[config.mk]
export PLATFORM = sky130hd
export DESIGN_NAME = upst_fifo
export DESIGN_NICKNAME = d
export VERILOG_FILES = /design/src/upst_fifo.sv
export SDC_FILE = /design/constraint.sdc
export NUM_CORES = 1
export LEC_CHECK = 0
export BUFFER_PORTS_ARGS = -buffer_cell sky130_fd_sc_hd__buf_2
export CAP_MARGIN = 20
export CELL_PAD_IN_SITES_DETAIL_PLACEMENT = 1
export CELL_PAD_IN_SITES_GLOBAL_PLACEMENT = 1
export CORE_UTILIZATION = 40
export CTS_BUF_LIST = sky130_fd_sc_hd__clkbuf_4 sky130_fd_sc_hd__clkbuf_8
export CTS_CLUSTER_SIZE = 30
export DETAILED_ROUTE_END_ITERATION = 16
export PLACE_DENSITY = 0.76
export SLEW_MARGIN = 40
export SYNTH_ARGS = -nofsm -noshare
export SYNTH_HDL_FRONTEND = slang
export SYNTH_SLANG_ARGS = --single-unit
[constraint.sdc]
create_clock -name clk -period 4.3 [get_ports clk]
set_input_delay 0.43 -clock clk [delete_from_list [all_inputs] [get_ports clk]]
set_output_delay 0.43 -clock clk [all_outputs]
set_load 0.005 [all_outputs]
[src/upst_fifo.sv]
// two-entry queue used between front, back and result port
`default_nettype none
module upst_fifo #(
  parameter int WIDTH = 8
) (
  input  wire logic             clk,
  input  wire logic             rst_n,
  input  wire logic             push,
  input  wire logic [WIDTH-1:0] wdata,
  output logic                  full,
  input  wire logic             pop,
  output logic      [WIDTH-1:0] rdata,
  output logic                  empty
);
  logic [WIDTH-1:0] slot_r [2];
  logic             wptr_r, wptr_nxt;
  logic             rptr_r, rptr_nxt;
  logic [1:0]       cnt_r, cnt_nxt;
  logic             do_push, do_pop;

  assign full    = (cnt_r == 2'd2);
  assign empty   = (cnt_r == 2'd0);
  assign rdata   = slot_r[rptr_r];
  assign do_push = push && !full;
  assign do_pop  = pop && !empty;

  // pointer and count update
  always_comb begin
    wptr_nxt = do_push ? ~wptr_r : wptr_r;
    rptr_nxt = do_pop ? ~rptr_r : rptr_r;
    cnt_nxt  = cnt_r;
    if (do_push && !do_pop) begin
      cnt_nxt = cnt_r + 2'd1;
    end else if (do_pop && !do_push) begin
      cnt_nxt = cnt_r - 2'd1;
    end
  end

  always_ff @(posedge clk) begin
    if (!rst_n) begin
      wptr_r <= 1'b0;
      rptr_r <= 1'b0;
      cnt_r  <= 2'd0;
    end else begin
      wptr_r <= wptr_nxt;
      rptr_r <= rptr_nxt;
      cnt_r  <= cnt_nxt;
    end
  end

  // storage
  always_ff @(posedge clk) begin
    if (do_push) begin
      slot_r[wptr_r] <= wdata;
    end
  end
endmodule
`default_nettype wire

# == Word level (Yosys, flattened, before mapping) ==
# Memories as Yosys holds them, arrays and structs flattened. A register that Yosys moved wholly into a read port is not among the register bits.
# Cells that the tools add are included.
# totals
register_bits,4
ramBits,16
input_bits,12
out_inout_bits,10
word_cells,25
n_memories,1
# mem_list
memory,depth,width,read_ports,rd_clocked_by_memory_dff,write_ports,line,rtl
slot_r,2,8,1,1,1,15,logic [WIDTH-1:0] slot_r [2];
# classes
addsub,2
n_eq_ne,1
mux,6
bitwise,2
reduce_logical,10
# ops
cell,n
$logic_and A1 B1 Y1,4
$logic_not A1 Y1,4
$mux W1,4
$mux W2,2
$add A2 B1 Y2 const B,1
$eq A2 B2 Y1 const B,1
$logic_not A2 Y1,1
$not A1 Y1,2
$reduce_bool A2 Y1,1
$sub A2 B1 Y2 const B,1

# == Longest topological paths before layout ==
# logic_depth
ltp_word,7
depth_mapped,7
ltp_nobuf,7

# == Worst setup path after synthesis ==
# OpenSTA, ideal clock, no wires.
# synth_timing
path_type,register to register
start,register cnt_r[0]
end,register cnt_r[1]
setup_time_ns,0.070
arrival_time_ns,1.440
slack_ns,2.790
stages_incl_launch_ff,7
path_buffers,0
synth_period_minus_slack_ns,1.510
cell_sequence,dfxtp_1 > nand2b_1 > inv_1 > nor2_1 > ha_1 > or3_1 > a21oi_1
# synth_via
elab_chain_len,6
word_cells_on_any_way,15
classes_between,2 x add/sub; 1 x eq/ne; 2 x mux; 10 x reduce/logical
# synth_lines
item,line,rtl
start: declaration,18,"logic [1:0] cnt_r, cnt_nxt;"
start signal: assignment,47,cnt_r <= cnt_nxt;
$eq A2 B2 Y1 *,21,assign full = (cnt_r == 2'd2);
named net full,10,"output logic full,"
$logic_not A1 Y1 *,24,assign do_push = push && !full;
$logic_and A1 B1 Y1 *,24,
named net do_push,19,"logic do_push, do_pop;"
$logic_not A1 Y1,34,end else if (do_pop && !do_push) begin
$logic_and A1 B1 Y1,34,
$reduce_bool A2 Y1 (no line),-,
# The timed path passes the listed nets; every way through them passes the cells marked *. The select of a mux whose other input is x is not followed.
# A chain may end at the register's enable or synchronous reset.

==> metrics.txt <==
Synth Area in Adders 0.0156; Distinct cells, synth 16; worst-path fanout max 8; min Tclk post-route ~1800 ps; Req. time, crit path between 3000 and 4000 ps; Remaining Overflow, GRT 0; Final TNS setup 0 ps; Final nets 89; share of cells above drive strength 1 0.453; Inserted Diodes 0; R2R cell count 6; die area ~2200 um^2; Post-route DRC 0; Slew Viols, Final 0; Initial Util 0.446; Synth Area in Compound Gates 0.0374; fraction of the mapped netlist area in simple logic gates 0.0592; clk slew on worst S/H paths 110 ps; combinational family with the most area after synthesis multiplexers; Final GP Congestion between 0.6 and 0.7; hold_buf cts 0; VDD IR max 0.241 mV; CTS Sinks 21; Tot Pwr around 0.53 mW; global-route wire length before repair about 2.0 mm; count of final hold-check violations 0; Synth-to-Final Area Change 20.1%; Routed Wire Length between 1 and 1.5 mm; yosys warns 0; Setup-failing EPs final 0; Yosys reg bits 21; max_cap viols 0; Syn Inst Count 51; fraction of synthesized area in multiplexers 0.112; hold depth 1; worst slew pin tran between 600 and 700 ps; Max Root-Sink Buffers 2; Starting DRT DRC Count 3; Die Wd ~47 um; setup repair bufs after CTS 0; H-tree depth 1; XOR/XNOR Fraction of Synth Area 0.0327; relative slew slack 0.552; fmax 560 MHz; via density per instance approximately 4.7; DRT Pass-1 Iters 3; initial antenna violation count 0; RSZ-0062 raised after global routing no; Core Region between 1500 and 2000 um^2; vias in the first global route 470; CP arrival around 1400 ps; gr usage total 0.145; via count ~470; status finished clean; worst hold path type in2reg; HPWL after DPL roughly 940 um; period utilisation layout 0.415; die height around 47 um; post-route ant nets 0; Worst Setup Start Kind flip-flop; clock root cell clkbuf_4; CP endpoint kind output port; post-layout worst setup margin approximately 2500 ps; cts repair resizes 0; CTS tree yes; port bufs 21; Lkg Pwr 0.392 nW; CTS Buf Count 3; Worst-Skew Late Latency roughly 290 ps; Setup Crit Path Kind reg2out; pre-CTS setup slack around 2700 ps; synthesized area per cell 15.8 um^2; Worst Skew about 1.7 ps; syn nets 64; # IOs 22; Post-Syn Area about 800 um^2; WL/cell 12.5 um; hold_sp wdata[2]; num rows 15; FF-to-FF Start cnt_r[0]; PwrDens around 550 nW/um^2; Seq/Total Area, Yosys 0.723; largest net degree at the start of global routing 12
power by group:
part           internal, mW  total, mW  switching (mW)
Clock                0.0424     0.0962          0.0538
Combinational        0.0790      0.146          0.0672
Sequential            0.259      0.287          0.0275
Total                 0.380      0.529           0.148
flip-flops by register name, summed over array words and instances, names as in the netlist, named ones only:
register / count
cnt_r: 2
slot_r: 16
rptr_r: 1
wptr_r: 1
cell families after synthesis:
kind of cell | Yosys count
buf+inv | 4
flops | 21
simple gates | 9
xor+xnor | 3
compound gates | 5
fa+ha+maj | 1
mux | 8
synth_stat cells:
library cell	count	area [um^2]
a21oi_1	1	5.00
nand2b_1	1	6.26
o21ai_0	2	10.0
edfxtp_1	16	480
buf_2	1	5.00
o21a_1	1	7.51
nor3_2	1	10.0
nor2_1	5	18.8
or3_1	1	6.26
dfxtp_1	5	100
xor2_1	3	26.3
inv_1	3	11.3
a21boi_0	1	7.51
and3_1	1	6.26
mux2_2	8	90.1
ha_1	1	12.5
path summary, 6_finish.rpt:
kind         slack [ps]           end
min reg2reg         530     flip-flop
max                2510      rdata[1]
min                 320  slot_r[1][2]
max reg2reg        2690      cnt_r[1]
worst max-delay path, stage by stage (launching register included):
cell     delay (ps)
dfxtp_1         560
mux2_2          380
buf_2           130
metrics by stage:
stage	hold WS [ps]	cell area, um^2	std cells	utilization
3_3_place_gp	499	935	96	0.519
6_report	320	965	100	0.535
3_5_place_dp	504	935	96	0.519
2_1_floorplan	472	803	51	-
5_1_grt	294	965	100	0.535
4_1_cts	305	965	100	0.535
cell usage in the layout (no fill, tap or decap), types with 2 or more instances in the layout:
cell / instances
inv_1: 3
clkbuf_4: 4
o21ai_0: 2
xor2_1: 3
buf_2: 21
dfxtp_1: 5
mux2_2: 8
edfxtp_1: 16
nor2_1: 5
per-layer routing:
| layer | routed length (um) | vias to the layer above | global-route usage |
|---|---|---|---|
| met2 | 665 | 15 | 0.228 |
| li1 | - | 231 | - |
| met4 | 10 | 0 | 0.103 |
| met3 | 76 | 2 | 0.0500 |
| met1 | 499 | 226 | 0.165 |
| met5 | 0 | - | 0 |
final cells by class:
type | instances | area (um^2)
fill | 206 | 837
sequential | 21 | 581
multi-input combinational | 26 | 206
timing repair buffer | 21 | 105
tap | 25 | 31.3
clock buffer | 4 | 30.0
inverter | 3 | 11.3
Note: power is estimated with default switching activity, not from simulation.
