### src/upst_pkg.sv
// types and codes shared by the pair set table modules
`default_nettype none
package upst_pkg;

  localparam int HANDLE_W = 32;
  localparam int COUNT_W  = 7;

  // request codes
  localparam logic [2:0] REQ_ADD     = 3'd0;
  localparam logic [2:0] REQ_REMOVE  = 3'd1;
  localparam logic [2:0] REQ_PAIR_Q  = 3'd2;
  localparam logic [2:0] REQ_REM_ALL = 3'd3;
  localparam logic [2:0] REQ_OBJ_Q   = 3'd4;
  localparam logic [2:0] REQ_LIST    = 3'd5;

  typedef struct packed {
    logic [2:0]          req_type;
    logic [HANDLE_W-1:0] obj_a;
    logic [HANDLE_W-1:0] obj_b;
    logic [COUNT_W-1:0]  max_count;
  } in_t;

  typedef struct packed {
    logic                found;
    logic [COUNT_W-1:0]  pair_count;
    logic [HANDLE_W-1:0] partner;
    logic                partner_valid;
    logic                table_full;
    logic                last;
  } out_t;

  // classified request passed from front to back
  typedef struct packed {
    logic [2:0]          op;
    logic [HANDLE_W-1:0] a;
    logic [HANDLE_W-1:0] b;
    logic [COUNT_W-1:0]  maxc;
  } req_t;

endpackage
`default_nettype wire

### src/upst_fifo.sv
// two-entry queue used between front, back and result port
`default_nettype none
module upst_fifo #(
  parameter int WIDTH = 8
) (
  input  wire logic             clk,
  input  wire logic             rst_n,
  input  wire logic             push,
  input  wire logic [WIDTH-1:0] wdata,
  output logic                  full,
  input  wire logic             pop,
  output logic      [WIDTH-1:0] rdata,
  output logic                  empty
);
  logic [WIDTH-1:0] slot_r [2];
  logic             wptr_r, wptr_nxt;
  logic             rptr_r, rptr_nxt;
  logic [1:0]       cnt_r, cnt_nxt;
  logic             do_push, do_pop;

  assign full    = (cnt_r == 2'd2);
  assign empty   = (cnt_r == 2'd0);
  assign rdata   = slot_r[rptr_r];
  assign do_push = push && !full;
  assign do_pop  = pop && !empty;

  // pointer and count update
  always_comb begin
    wptr_nxt = do_push ? ~wptr_r : wptr_r;
    rptr_nxt = do_pop ? ~rptr_r : rptr_r;
    cnt_nxt  = cnt_r;
    if (do_push && !do_pop) begin
      cnt_nxt = cnt_r + 2'd1;
    end else if (do_pop && !do_push) begin
      cnt_nxt = cnt_r - 2'd1;
    end
  end

  always_ff @(posedge clk) begin
    if (!rst_n) begin
      wptr_r <= 1'b0;
      rptr_r <= 1'b0;
      cnt_r  <= 2'd0;
    end else begin
      wptr_r <= wptr_nxt;
      rptr_r <= rptr_nxt;
      cnt_r  <= cnt_nxt;
    end
  end

  // storage
  always_ff @(posedge clk) begin
    if (do_push) begin
      slot_r[wptr_r] <= wdata;
    end
  end
endmodule
`default_nettype wire

### src/upst_front.sv
// front end: takes requests, masks handles, clamps counts, queues them
`default_nettype none
module upst_front #(
  parameter int CAPACITY    = 64,
  parameter int HANDLE_BITS = 32
) (
  input  wire logic          clk,
  input  wire logic          rst_n,
  input  wire logic          push,
  input  wire upst_pkg::in_t in_data,
  output logic               full,
  input  wire logic          req_pop,
  output upst_pkg::req_t     req,
  output logic               req_empty
);
  import upst_pkg::*;

  localparam logic [HANDLE_W-1:0] HMASK =
    (HANDLE_BITS >= HANDLE_W) ? {HANDLE_W{1'b1}} :
    HANDLE_W'((64'd1 << HANDLE_BITS) - 64'd1);
  localparam logic [COUNT_W-1:0] CAP_C = COUNT_W'(CAPACITY);

  req_t cls;
  logic [$bits(req_t)-1:0] q_rdata;

  // classify the incoming request
  always_comb begin
    cls.op   = in_data.req_type;
    cls.a    = in_data.obj_a & HMASK;
    cls.b    = in_data.obj_b & HMASK;
    cls.maxc = (in_data.max_count > CAP_C) ? CAP_C : in_data.max_count;
  end

  upst_fifo #(.WIDTH($bits(req_t))) u_req_q (
    .clk   (clk),
    .rst_n (rst_n),
    .push  (push),
    .wdata (cls),
    .full  (full),
    .pop   (req_pop),
    .rdata (q_rdata),
    .empty (req_empty)
  );

  assign req = req_t'(q_rdata);
endmodule
`default_nettype wire

### config.mk
export PLATFORM = sky130hd
export DESIGN_NAME = upst_front
export DESIGN_NICKNAME = d
export VERILOG_FILES = /design/src/upst_pkg.sv /design/src/upst_fifo.sv /design/src/upst_front.sv
export SDC_FILE = /design/constraint.sdc
export NUM_CORES = 1
export LEC_CHECK = 0
export ABC_AREA = 1
export BUFFER_PORTS_ARGS = -buffer_cell sky130_fd_sc_hd__buf_2
export CAP_MARGIN = 15
export CORE_MARGIN = 2
export CORE_UTILIZATION = 47
export CTS_CLUSTER_SIZE = 40
export DETAILED_ROUTE_END_ITERATION = 8
export GPL_ROUTABILITY_DRIVEN = 0
export GPL_TIMING_DRIVEN = 0
export HOLD_SLACK_MARGIN = 0.15
export PLACE_DENSITY = 0.75
export SYNTH_ARGS = -nofsm -noshare
export SYNTH_HDL_FRONTEND = slang
export SYNTH_SLANG_ARGS = --single-unit
### constraint.sdc
create_clock -name clk -period 5.2 [get_ports clk]
set_clock_uncertainty 0.1 [all_clocks]
set_input_delay 0.26 -clock clk [delete_from_list [all_inputs] [get_ports clk]]
set_output_delay 0.26 -clock clk [all_outputs]
set_load 0.1 [all_outputs]
# == Word-level counts from Yosys, hierarchy flattened ==
# Memories as Yosys holds them, arrays and structs flattened. A register that Yosys moved wholly into a read port is not among the register bits.
# Cells that the tools add are included.
# word_totals
register_bits,4
mem_bits_rw,148
elab_cells,27
n_memories,1
# op_classes
addsub,2
magnitude_cmp,1
n_eq_ne,1
n_mux,7
n_bitwise,2
n_reduce_logical,10
# memory_table
memory,words,width,rd,rd_clocked_by_memory_dff,wr,line_no,text
u_req_q.slot_r,2,74,1,1,1,upst_fifo.sv:15,logic [WIDTH-1:0] slot_r [2];
# ops
cell,count
$gt A7 B7 Y1 const B,1
$mux W7,1
$logic_and A1 B1 Y1,4
$logic_not A1 Y1,4
$mux W1,4
$mux W2,2
$add A2 B1 Y2 const B,1
$eq A2 B2 Y1 const B,1
$logic_not A2 Y1,1
$not A1 Y1,2
$reduce_bool A2 Y1,1
$sub A2 B1 Y2 const B,1

# == Logic depth before layout (Yosys ltp) ==
# Gate-level depths: netlist (run 1).
# logic_depth
word_depth,7
depth_mapped,10
mapped_depth_nobuf,10

# == Modules after synthesis ==
# Synthesis (run 1) repeated with hierarchy kept, for this count alone.
# unflattened
cells_unflattened,285
hier_area_um2,5913.2
# modules_own_cells
mod,instances,cells_each,area_each_um2,seq_area_each_um2
upst_fifo,1,268,5831.8,4544.4
upst_front,1,17,81.3,0.0

# == Worst setup path after synthesis (run 1) ==
# OpenSTA, ideal clock, no wires.
# synth_timing
path_kind,reg2reg
start,register u_req_q.cnt_r[0]
end,memory u_req_q.slot_r[0][0] in the netlist's numbering (enable)
setup_ns,0.506
arrival_ns,3.567
t_required_ns,4.594
path_slack_ns,1.026
stages_incl_launch_ff,3
path_buffers,0
period_less_slack_ns,4.174
path_cell_list,dfxtp_1 -> o21ai_2 -> nor2_1
# synth_between
elab_chain_cells,5
# synth_lines
item,line_no,text
"start, declared",upst_fifo.sv:18,"logic [1:0] cnt_r, cnt_nxt;"
"start signal, assigned",upst_fifo.sv:47,cnt_r <= cnt_nxt;
$eq A2 B2 Y1,upst_fifo.sv:21,assign full = (cnt_r == 2'd2);
$logic_not A1 Y1,upst_fifo.sv:24,assign do_push = push && !full;
$logic_and A1 B1 Y1,upst_fifo.sv:24,
$mux W1,upst_fifo.sv:53,if (do_push) begin
$mux W1 (implied by the code),upst_fifo.sv:54,slot_r[wptr_r] <= wdata;
"end, declared",upst_fifo.sv:15,
# Every way passes these cells.

==> qor.yml, run 1 <==
status: "finished, final reports clean"
clockBufferDepth: 2
cts-buffers-inserted: 17
first_pass_iters: 4
routedWlPerCell_um: 15.82
synth_top_area_share_pct: 75.27
finalCritPeriodShare_pct: 40.69
gr-total-overflow: 0
fp.dieW_um: 116.1
die_area_um2: 13470
worstMarginPinSlew_ns: 0.7713
yosysWarningCount: 0
power_w: 0.004988
syn-instance-count: 287
drive_above_1_share_pct: 49.18
ant_nets: 0
cts_setup_buffers: 0
grt_pass1_wl_um: 16790
irDropWorstVdd_mv: 0.5429
period_minus_slack_ns: 2.116
grt_max_degree: 33
seqPwrFrac_pct: 32.3
dr_total_vias: 3341
antennaDiodeCount: 0
viasPerCell: 4.647
final_util_pct: 68.52
cts_tree: "yes"
cts.sinks: 153
synth.distinct_cells: 16
core-area_um2: 12160
ys_seq_area_share_pct: 76.97
p_switching_w: 0.002143
max_cap_violations: 0
maxSlewViolCount: 0
die_h_um: 116.1
slew-limit-headroom_pct: 48.46
track_usage_pct: 17.09
worstPathRequired_ns: 4.84
fmax_mhz: 472.6
ctsResizeCount: 0
arrival_ns: 1.76
avgSynthCellArea_um2: 20.57
grt_pass1_vias: 3509
syn_nets: 366
synth_area_um2: 5904
drc: 0
crit_type: "reg2out"
clock_power_share_pct: 25.0
cts_hold_buf: 75
holdWs_ns: 0.1783
critPathMaxFanout: 10
powerDensity_nw_per_um2: 598.6
start_kind: "register"
antenna_found_initial: 0
area_growth_pct: 41.13
num_rows: 40
synthTopCellsByArea: "edfxtp_1 (75%), mux2_4 (15%), mux2_2 (2.7%)"
setup_viol: 0
rsz0062_at_grt: "false"
drt_wl_total_um: 11370
nFillCells: 813
synth.largest_area_cell: "edfxtp_1"
clk_latency_ns: 0.41
p_sw_share_pct: 42.97
layout.nets: 617
ios: 154
p_int_w: 0.002844
path_clk_slew_ns: 0.06
hold_violations: 0
htree_num_levels: 4
port_buffers: 153
dpl.hpwl_um: 7270
root_buffer: "clkbuf_16"
ys_ff_latch: 153
hold_path_class: "in2reg"
start_util_pct: 48.55
drt_iter0_drc: 252
p_leak_nw: 3.359
comb_power_share_pct: 42.7
cp-end-kind: "primary output"
==> registers in the layout, indices dropped and copies added (netlist names), named ones only <==
register	flops
u_req_q.rptr_r	1
u_req_q.cnt_r	2
u_req_q.wptr_r	1
u_req_q.slot_r	148
==> synth_stat cells <==
library cell	n
mux2_4	60
edfxtp_1	148
o21ai_0	2
dfxtp_1	5
o21ai_2	1
nand2_1	7
clkbuf_1	1
nand4_1	1
nor2_1	20
inv_1	16
buf_6	7
ha_1	1
mux2_2	14
nand3_1	2
buf_2	1
a21oi_1	1
==> final cells by class <==
cell class                 instances  area (µm²)  share of cell area (%)
buffer                             9       87.58                   1.051
clock buffer                      17       425.4                   5.105
clock inverter                    15       181.4                   2.177
inverter                          16       60.06                  0.7207
multi-input combinational        109        1227                   14.73
sequential                       153        4544                   54.53
tap                              168       210.2                   2.523
timing repair buffer             232        1597                   19.16
==> worst max-delay path, stage by stage, from the launching register on <==
cell     delay [ns]
dfxtp_1        0.34
buf_6          0.19
buf_6          0.21
mux2_4         0.32
buf_2          0.29
==> routing by layer <==
metal	up-vias	share of wire (%)	GRT usage, %
li1	1592	-	-
met1	1629	38	17.66
met2	105	55	32.09
met3	15	5.0	4.969
met4	0	1.7	7.302
met5	-	0	0
==> power by group through the flow <==
stage	Sequential (W)	Clock (W)	Combinational, W
2_1_floorplan	0.00164	0	0.00180
3_3_place_gp	0.00166	0	0.00204
3_5_place_dp	0.00164	0	0.00210
4_1_cts	0.00161	0.00127	0.00214
5_1_grt	0.00162	0.00132	0.00220
6_report	0.00161	0.00125	0.00213
==> path summary, 6_finish.rpt <==
kind	slack (ns)	start	cells past startpoint	to
worst max-delay path	3.08	register	4	req[52]
worst min-delay path	0.18	req_pop	5	register
worst max register to register	3.33	u_req_q.cnt_r[1]	4	u_req_q.slot_r[1][35]
worst min register to register	0.43	u_req_q.rptr_r	2	register
==> layout by cell type, fill, tap and decap left out, drive strengths merged <==
cell type | netlist | final
a21oi | 1 | 1
buf | 8 | 165
dlygate4sd3 | 0 | 75
nand3 | 2 | 2
edfxtp | 148 | 148
clkinv | 0 | 9
dfxtp | 5 | 5
nand2 | 7 | 7
nor2 | 20 | 20
nand4 | 1 | 1
inv | 16 | 17
mux2 | 74 | 74
bufinv | 0 | 4
ha | 1 | 1
clkbuf | 1 | 18
o21ai | 3 | 3
clkinvlp | 0 | 1
==> stage by stage <==
| step | setup slack [ns] | TNS [ns] | cell area [µm²] | instances |
|---|---|---|---|---|
| 2_1_floorplan | 1.026 | 0 | 5904 | 287 |
| 3_3_place_gp | -0.7267 | -105.80 | 6880 | 608 |
| 3_5_place_dp | 3.297 | 0 | 6975 | 612 |
| 4_1_cts | 3.048 | 0 | 8333 | 719 |
| 5_1_grt | 3.024 | 0 | 8333 | 719 |
| 6_report | 3.084 | 0 | 8333 | 719 |
==> kinds of logic after synthesis <==
group,share of synthesized area [%]
flip-flops,76.97
multiplexers,17.93
AND/OR/NAND/NOR,1.992
buffers and inverters,2.501
AO/OA/AOI/OAI,0.4026
adder cells (fa/ha/maj),0.2119
Note: power is estimated with default switching activity, not from simulation.
==> inputs of run 2 (changes only) <==
--- a/config.mk
+++ b/config.mk
@@ -15,7 +15,7 @@
 export GPL_ROUTABILITY_DRIVEN = 0
 export GPL_TIMING_DRIVEN = 0
 export HOLD_SLACK_MARGIN = 0.15
-export PLACE_DENSITY = 0.75
+export PLACE_DENSITY = 0.78
 export SYNTH_ARGS = -nofsm -noshare
 export SYNTH_HDL_FRONTEND = slang
 export SYNTH_SLANG_ARGS = --single-unit
==> constraint.sdc (replaced) <==
create_clock -name clk -period 1.7 [get_ports clk]
set_clock_uncertainty 0.1 [all_clocks]
set_input_delay 0.085 -clock clk [delete_from_list [all_inputs] [get_ports clk]]
set_output_delay 0.085 -clock clk [all_outputs]
set_load 0.1 [all_outputs]
==> qor.yml, run 2 (synthesized netlist as in run 1, its figures left out) <==
start_kind: "register"  # unchanged
routedWlPerCell_um: 19.06  # was 15.82 µm
max_cap_violations: 0  # unchanged
final_common_cell: "edfxtp_1"  # was buf_2
cp-end-kind: "primary output"  # unchanged
die_area_um2: 13470  # unchanged
antennaDiodeCount: 0  # unchanged
grt_max_degree: 28  # was 33
p_int_w: 0.01046  # was 0.002844 W
layout.nets: 629  # was 617
area_growth_pct: 63.15  # was 41.13%
reg.largest.list: "u_req_q.slot_r x148, u_req_q.cnt_r x2"  # unchanged
p_leak_nw: 3.830  # was 3.359 nW
p_sw_share_pct: 40.42  # was 42.97%
core-area_um2: 12160  # unchanged
maxSlewViolCount: 0  # unchanged
powerDensity_nw_per_um2: 1823  # was 598.6 nW/µm²
finalCritPeriodShare_pct: 105.1
setup_viol: 74  # was 0
clock_power_share_pct: 22.3  # was 25.0%
drt_iter0_drc: 159  # was 252
fp.dieW_um: 116.1  # unchanged
ant_nets: 0  # unchanged
port_buffers: 153  # unchanged
path_clk_slew_ns: 0.06  # about the same
cts.sinks: 153  # unchanged
hold_violations: 0  # unchanged
grt_pass1_vias: 3994  # was 3509
p_switching_w: 0.007098  # was 0.002143 W
antenna_found_initial: 0  # unchanged
num_rows: 40  # unchanged
period_minus_slack_ns: 1.786
busiest_layer: "met2"  # unchanged
nFillCells: 621  # was 813
die_h_um: 116.1  # unchanged
grt_use_met3_pct: 6.956  # was 4.969%
first_pass_iters: 4  # unchanged
power_w: 0.01756  # was 0.004988 W
worst-path-buf-inv: 3  # unchanged
top_register: "u_req_q.slot_r"  # unchanged
viasPerCell: 4.814  # was 4.647
cpMostUsedCell: "buf_12"  # was buf_6
drt_wl_total_um: 13930  # was 11370 µm
ios: 154  # unchanged
arrival_ns: 1.60  # was 1.76 ns
cts-buffers-inserted: 17  # unchanged
path_cells: "clkbuf_16 -> buf_12 -> mux2_4 -> buf_12"  # was buf_6 -> buf_6 -> mux2_4 -> buf_2
hold_path_class: "in2reg"  # unchanged
fin_ws_ns: -0.08600  # was 3.084 ns
start_util_pct: 48.55  # unchanged
track_usage_pct: 20.84  # was 17.09%
drive_above_1_share_pct: 51.69  # was 49.18%
dr_total_vias: 3519  # was 3341
rsz0062_at_grt: "true"  # was false
path_delay_family: "buffers and inverters"  # unchanged
cts_tree: "yes"  # unchanged
drc: 0  # unchanged
crit_type: "reg2out"  # unchanged
htree_num_levels: 4  # unchanged
grt_use_met2_pct: 38.44  # was 32.09%
clockBufferDepth: 2  # unchanged
root_buffer: "clkbuf_16"  # unchanged
grt_use_met1_pct: 21.40  # was 17.66%
slew-limit-headroom_pct: 67.41  # was 48.46%
slowest_stage: "dfxtp_4"  # was dfxtp_1
failed_checks: "setup timing"
most-common-layout-cells: "edfxtp_1 (148), buf_2 (79), dlygate4sd3_1 (77), buf_12 (72), mux2_4 (64)"  # was buf_2 (154), edfxtp_1 (148), dlygate4sd3_1 (75), mux2_4 (60), nor2_1 (18)
status: "finished, violations left"  # was finished, final reports clean
grt_pass1_wl_um: 20360  # was 16790 µm
comb_power_share_pct: 49.4  # was 42.7%
clk_latency_ns: 0.41  # about the same
largest_reg_flops: 148  # unchanged
dpl.hpwl_um: 6941  # was 7270 µm
gr-total-overflow: 0  # unchanged
holdWs_ns: 0.2862  # was 0.1783 ns
fmax_mhz: 559.9
critPathMaxStageDelay_ns: 0.38  # was 0.34 ns
worstMarginPinSlew_ns: 0.4923  # was 0.7713 ns
seqPwrFrac_pct: 28.3  # was 32.3%
irDropWorstVdd_mv: 1.088  # was 0.5429 mV
critPathMaxFanout: 5  # was 10
worstPathRequired_ns: 1.51  # was 4.84 ns
## run 2: layout make-up
cell class              count  area [µm²]  area share, %
flip-flops and latches    153        4552          47.25
repair buffers            245        2795          29.02
multi-input cells         110        1279          13.27
clock buffers              22       484.2          5.027
well taps                 168       210.2          2.182
clock inverters            10       141.4          1.468
plain buffers               7       111.4          1.156
inverters                  16       60.06         0.6235
## run 2: what timing repair did
item | in CTS | in global routing
hold buffers | 78 | 0
endpoints found under the setup margin | 188 | 98
hold endpoints to repair | 153 | 0
pin swaps | 2 | 1
setup buffers | 6 | 2
resized for setup | 233 | 64
gates cloned | 2 | 2
## run 2: power by group through the flow
stage	clock network (W)	registers [W]	logic, W
final	0.00391	0.00497	0.00867
after global routing	0.00413	0.00502	0.00892
after CTS	0.00397	0.00494	0.00816
after detailed placement	0	0.00501	0.00648
after global placement	0	0.00500	0.00629
after floorplan	0	0.00498	0.00554
## run 2: layer usage
metal  wire length [µm]  up-vias
li1                   -     1618
met1               5043     1742
met2               7863      130
met3                714       29
met4                312        0
met5                  0        -
## run 2: path summary, 6_finish.rpt
path	start	endpoint	slack, ns	cells after the start
setup / recovery	register	req[17]	-0.09	4
setup reg to reg	u_req_q.cnt_r[1]	u_req_q.cnt_r[1]	0.13	9
hold reg to reg	u_req_q.rptr_r	u_req_q.rptr_r	0.40	2
hold / removal	in_data[63]	u_req_q.slot_r[1][63]	0.29	2
## run 2: per-stage QoR
step           worst slack (ns)  cells  setup TNS, ns  utilization (%)  instance area, µm²
3_3_place_gp             -1.001    608        -146.40            56.81                6909
4_1_cts                 -0.1851    731         -9.257            77.04                9369
3_5_place_dp            -0.2829    613         -21.43            57.88                7039
2_1_floorplan           -0.3992    287         -58.42                -                5933
6_report               -0.08600    731         -4.962            79.21                9633
5_1_grt                 -0.1425    731         -8.987            79.21                9633
==> inputs of run 3 (changes only) <==
--- a/config.mk
+++ b/config.mk
@@ -18,4 +18,5 @@
 export PLACE_DENSITY = 0.78
 export SYNTH_ARGS = -nofsm -noshare
 export SYNTH_HDL_FRONTEND = slang
+export SYNTH_HIERARCHICAL = 1
 export SYNTH_SLANG_ARGS = --single-unit
==> qor.yml, run 3 <==
status: "finished, violations left"  # unchanged
failed_checks: "setup timing"  # unchanged
drive_above_1_share_pct: 51.50  # was 51.69%
powerDensity_nw_per_um2: 1793  # was 1823 nW/µm²
cts.sinks: 153  # unchanged
worstMarginPinSlew_ns: 0.4910  # was 0.4923 ns
synth.largest_area_cell: "edfxtp_1"  # unchanged
crit_type: "reg2out"  # unchanged
track_usage_pct: 19.58  # was 20.84%
async_flop_share_pct: 0  # unchanged
port_buffers: 153  # unchanged
synth_area_um2: 5913  # was 5904 µm²
reg.largest.list: "u_req_q/slot_r x148, u_req_q/cnt_r x2"  # was u_req_q.slot_r x148, u_req_q.cnt_r x2
synth.most_common_cell: "edfxtp_1"  # unchanged
htree_num_levels: 4  # unchanged
hold_violations: 0  # unchanged
drt_wl_total_um: 13560  # was 13930 µm
root_buffer: "clkbuf_16"  # unchanged
synth_edf_count: 148  # unchanged
holdWs_ns: 0.3017  # was 0.2862 ns
hold_path_class: "in2reg"  # unchanged
seqPwrFrac_pct: 28.9  # was 28.3%
start_util_pct: 48.62  # was 48.55%
num_rows: 40  # unchanged
die_area_um2: 13490  # was 13470 µm²
worstPathRequired_ns: 1.51  # about the same
start_kind: "register"  # unchanged
p_int_w: 0.01023  # was 0.01046 W
seq_area_um2: 4552  # unchanged
p_switching_w: 0.006997  # was 0.007098 W
ys_ff_latch: 153  # unchanged
period_minus_slack_ns: 1.799  # was 1.786 ns
max_cap_violations: 0  # unchanged
critPathMaxFanout: 10  # was 5
ios: 154  # unchanged
finalCritPeriodShare_pct: 105.8  # was 105.1%
first_pass_iters: 4  # unchanged
yosys-top-cells-count: "edfxtp_1 (148), mux2_4 (60), inv_1 (15), mux2_2 (14), nor2_1 (14)"  # was edfxtp_1 (148), mux2_4 (60), nor2_1 (20), inv_1 (16), mux2_2 (14)
viasPerCell: 4.768  # was 4.814
p_leak_nw: 3.808  # was 3.830 nW
fp.dieW_um: 116.2  # was 116.1 µm
cpMostUsedCell: "buf_12"  # unchanged
drt_iter0_drc: 175  # was 159
setup_viol: 70  # was 74
p_sw_share_pct: 40.60  # was 40.42%
cp-end-kind: "primary output"  # unchanged
dpl.hpwl_um: 6808  # was 6941 µm
top_register: "u_req_q/slot_r"  # was u_req_q.slot_r
grt_max_degree: 34  # was 28
ant_nets: 0  # unchanged
cts_tree: "yes"  # unchanged
routedWlPerCell_um: 18.49  # was 19.06 µm
yosysWarningCount: 6  # was 0
antenna_found_initial: 0  # unchanged
syn-instance-count: 285  # was 287
clock_power_share_pct: 21.1  # was 22.3%
irDropWorstVdd_mv: 1.410  # was 1.088 mV
slew-limit-headroom_pct: 67.49  # was 67.41%
cts-buffers-inserted: 17  # unchanged
worst-path-buf-inv: 3  # unchanged
dr_total_vias: 3495  # was 3519
arrival_ns: 1.61  # was 1.60 ns
grt_pass1_vias: 3922  # was 3994
most-common-layout-cells: "edfxtp_1 (148), dlygate4sd3_1 (80), buf_2 (79), buf_12 (74), mux2_4 (63)"  # was edfxtp_1 (148), buf_2 (79), dlygate4sd3_1 (77), buf_12 (72), mux2_4 (64)
nFillCells: 612  # was 621
timing.setup.tns_ns: -5.279  # was -4.962 ns
area_growth_pct: 62.57  # was 63.15%
slowest_stage: "dfxtp_4"  # unchanged
path_clk_slew_ns: 0.05  # was 0.06 ns
multi_input_area_um2: 1304  # was 1279 µm²
avgSynthCellArea_um2: 20.75  # was 20.57 µm²
rsz0062_at_grt: "true"  # unchanged
synthTopCellsByArea: "edfxtp_1 (75%), mux2_4 (15%), mux2_2 (2.7%)"  # unchanged
layout.nets: 631  # was 629
path_delay_family: "buffers and inverters"  # unchanged
fmax_mhz: 556.0  # was 559.9 MHz
syn_nets: 364  # was 366
path_cells: "buf_12 -> buf_12 -> mux2_4 -> buf_12"  # was clkbuf_16 -> buf_12 -> mux2_4 -> buf_12
largest_reg_flops: 148  # unchanged
final_common_cell: "edfxtp_1"  # unchanged
clockBufferDepth: 2  # unchanged
clk_latency_ns: 0.41  # about the same
synth_top_area_share_pct: 75.16  # was 75.27%
drc: 0  # unchanged
comb_power_share_pct: 50.1  # was 49.4%
core-area_um2: 12160  # unchanged
critPathMaxStageDelay_ns: 0.39  # was 0.38 ns
power_w: 0.01723  # was 0.01756 W
die_h_um: 116.2  # was 116.1 µm
ys_seq_area_share_pct: 76.85  # was 76.97%
antennaDiodeCount: 0  # unchanged
synth_flop_cell: "edfxtp_1"  # unchanged
grt_pass1_wl_um: 19180  # was 20360 µm
synth.distinct_cells: 18  # was 16
gr-total-overflow: 0  # unchanged
maxSlewViolCount: 0  # unchanged
fin_ws_ns: -0.09853  # was -0.08600 ns
r2r_setup_slack_ns: 0.13  # about the same
-- run 3: worst paths after layout --
path | from | end | cells past startpoint
min reg2reg | u_req_q/rptr_r | u_req_q/rptr_r | 2
max | register | req[19] | 4
min | in_data[49] | u_req_q/slot_r[0][49] | 2
max reg2reg | u_req_q/cnt_r[1] | u_req_q/cnt_r[1] | 9
-- run 3: stage by stage --
step	std cells	cell area (µm²)	utilization, %	worst slack [ns]
global placement	606	6918	56.88	-0.9866
CTS	729	9229	75.88	-0.1368
floorplan	285	5942	-	-0.3992
global route	733	9613	79.04	-0.1448
detailed placement	610	7013	57.66	-0.2453
finish	733	9613	79.04	-0.09853
-- run 3: worst reg2reg max path, delay by kind of cell (launching register included) --
kind                     cells  cell delay, ns
AO/OA/AOI/OAI                1            0.28
adder cells (fa/ha/maj)      1            0.25
buffers and inverters        4            0.27
flip-flops                   1            0.35
AND/OR/NAND/NOR              3            0.23
-- run 3: power groups by stage --
stage	logic [W]	clock network (W)	registers, W
5_1_grt	0.00888	0.00385	0.00501
2_1_floorplan	0.00554	0	0.00498
6_report	0.00863	0.00363	0.00497
3_5_place_dp	0.00643	0	0.00501
3_3_place_gp	0.00628	0	0.00500
4_1_cts	0.00794	0.00368	0.00495
-- run 3: timing repair --
| action | 4_1_cts | 5_1_grt |
|---|---|---|
| hold buffers | 80 | 0 |
| cloned | 4 | 0 |
| gates resized for setup | 212 | 80 |
| endpoints found under the hold margin | 163 | 0 |
| buffers inserted | 3 | 4 |
| endpoints found under the setup margin | 196 | 110 |
| pin swaps | 2 | 2 |
-- run 3: layout make-up --
type | instances | share of cell area [%]
Clock inverter | 12 | 1.367
Inverter | 15 | 0.5857
Multi-Input combinational cell | 110 | 13.56
Tap cell | 168 | 2.187
Timing Repair Buffer | 246 | 28.83
Sequential cell | 153 | 47.35
Clock buffer | 20 | 4.542
Buffer | 9 | 1.575
-- run 3: cells by family after synthesis --
| group | count (synthesis) | synth area share, % |
|---|---|---|
| mux | 74 | 17.90 |
| buf+inv | 24 | 2.433 |
| compound gates | 7 | 0.6560 |
| fa+ha+maj | 1 | 0.2116 |
| simple gates | 26 | 1.947 |
| flops | 153 | 76.85 |
-- run 3: per-layer routing --
| layer | vias up | part of all wire (%) | routed length (µm) | GRT usage (%) |
|---|---|---|---|---|
| met2 | 124 | 57 | 7775 | 39.26 |
| met5 | - | 0.044 | 6 | 0 |
| met3 | 17 | 5.3 | 715 | 6.435 |
| met1 | 1723 | 36 | 4876 | 18.75 |
| li1 | 1629 | - | - | - |
| met4 | 2 | 1.3 | 180 | 5.714 |
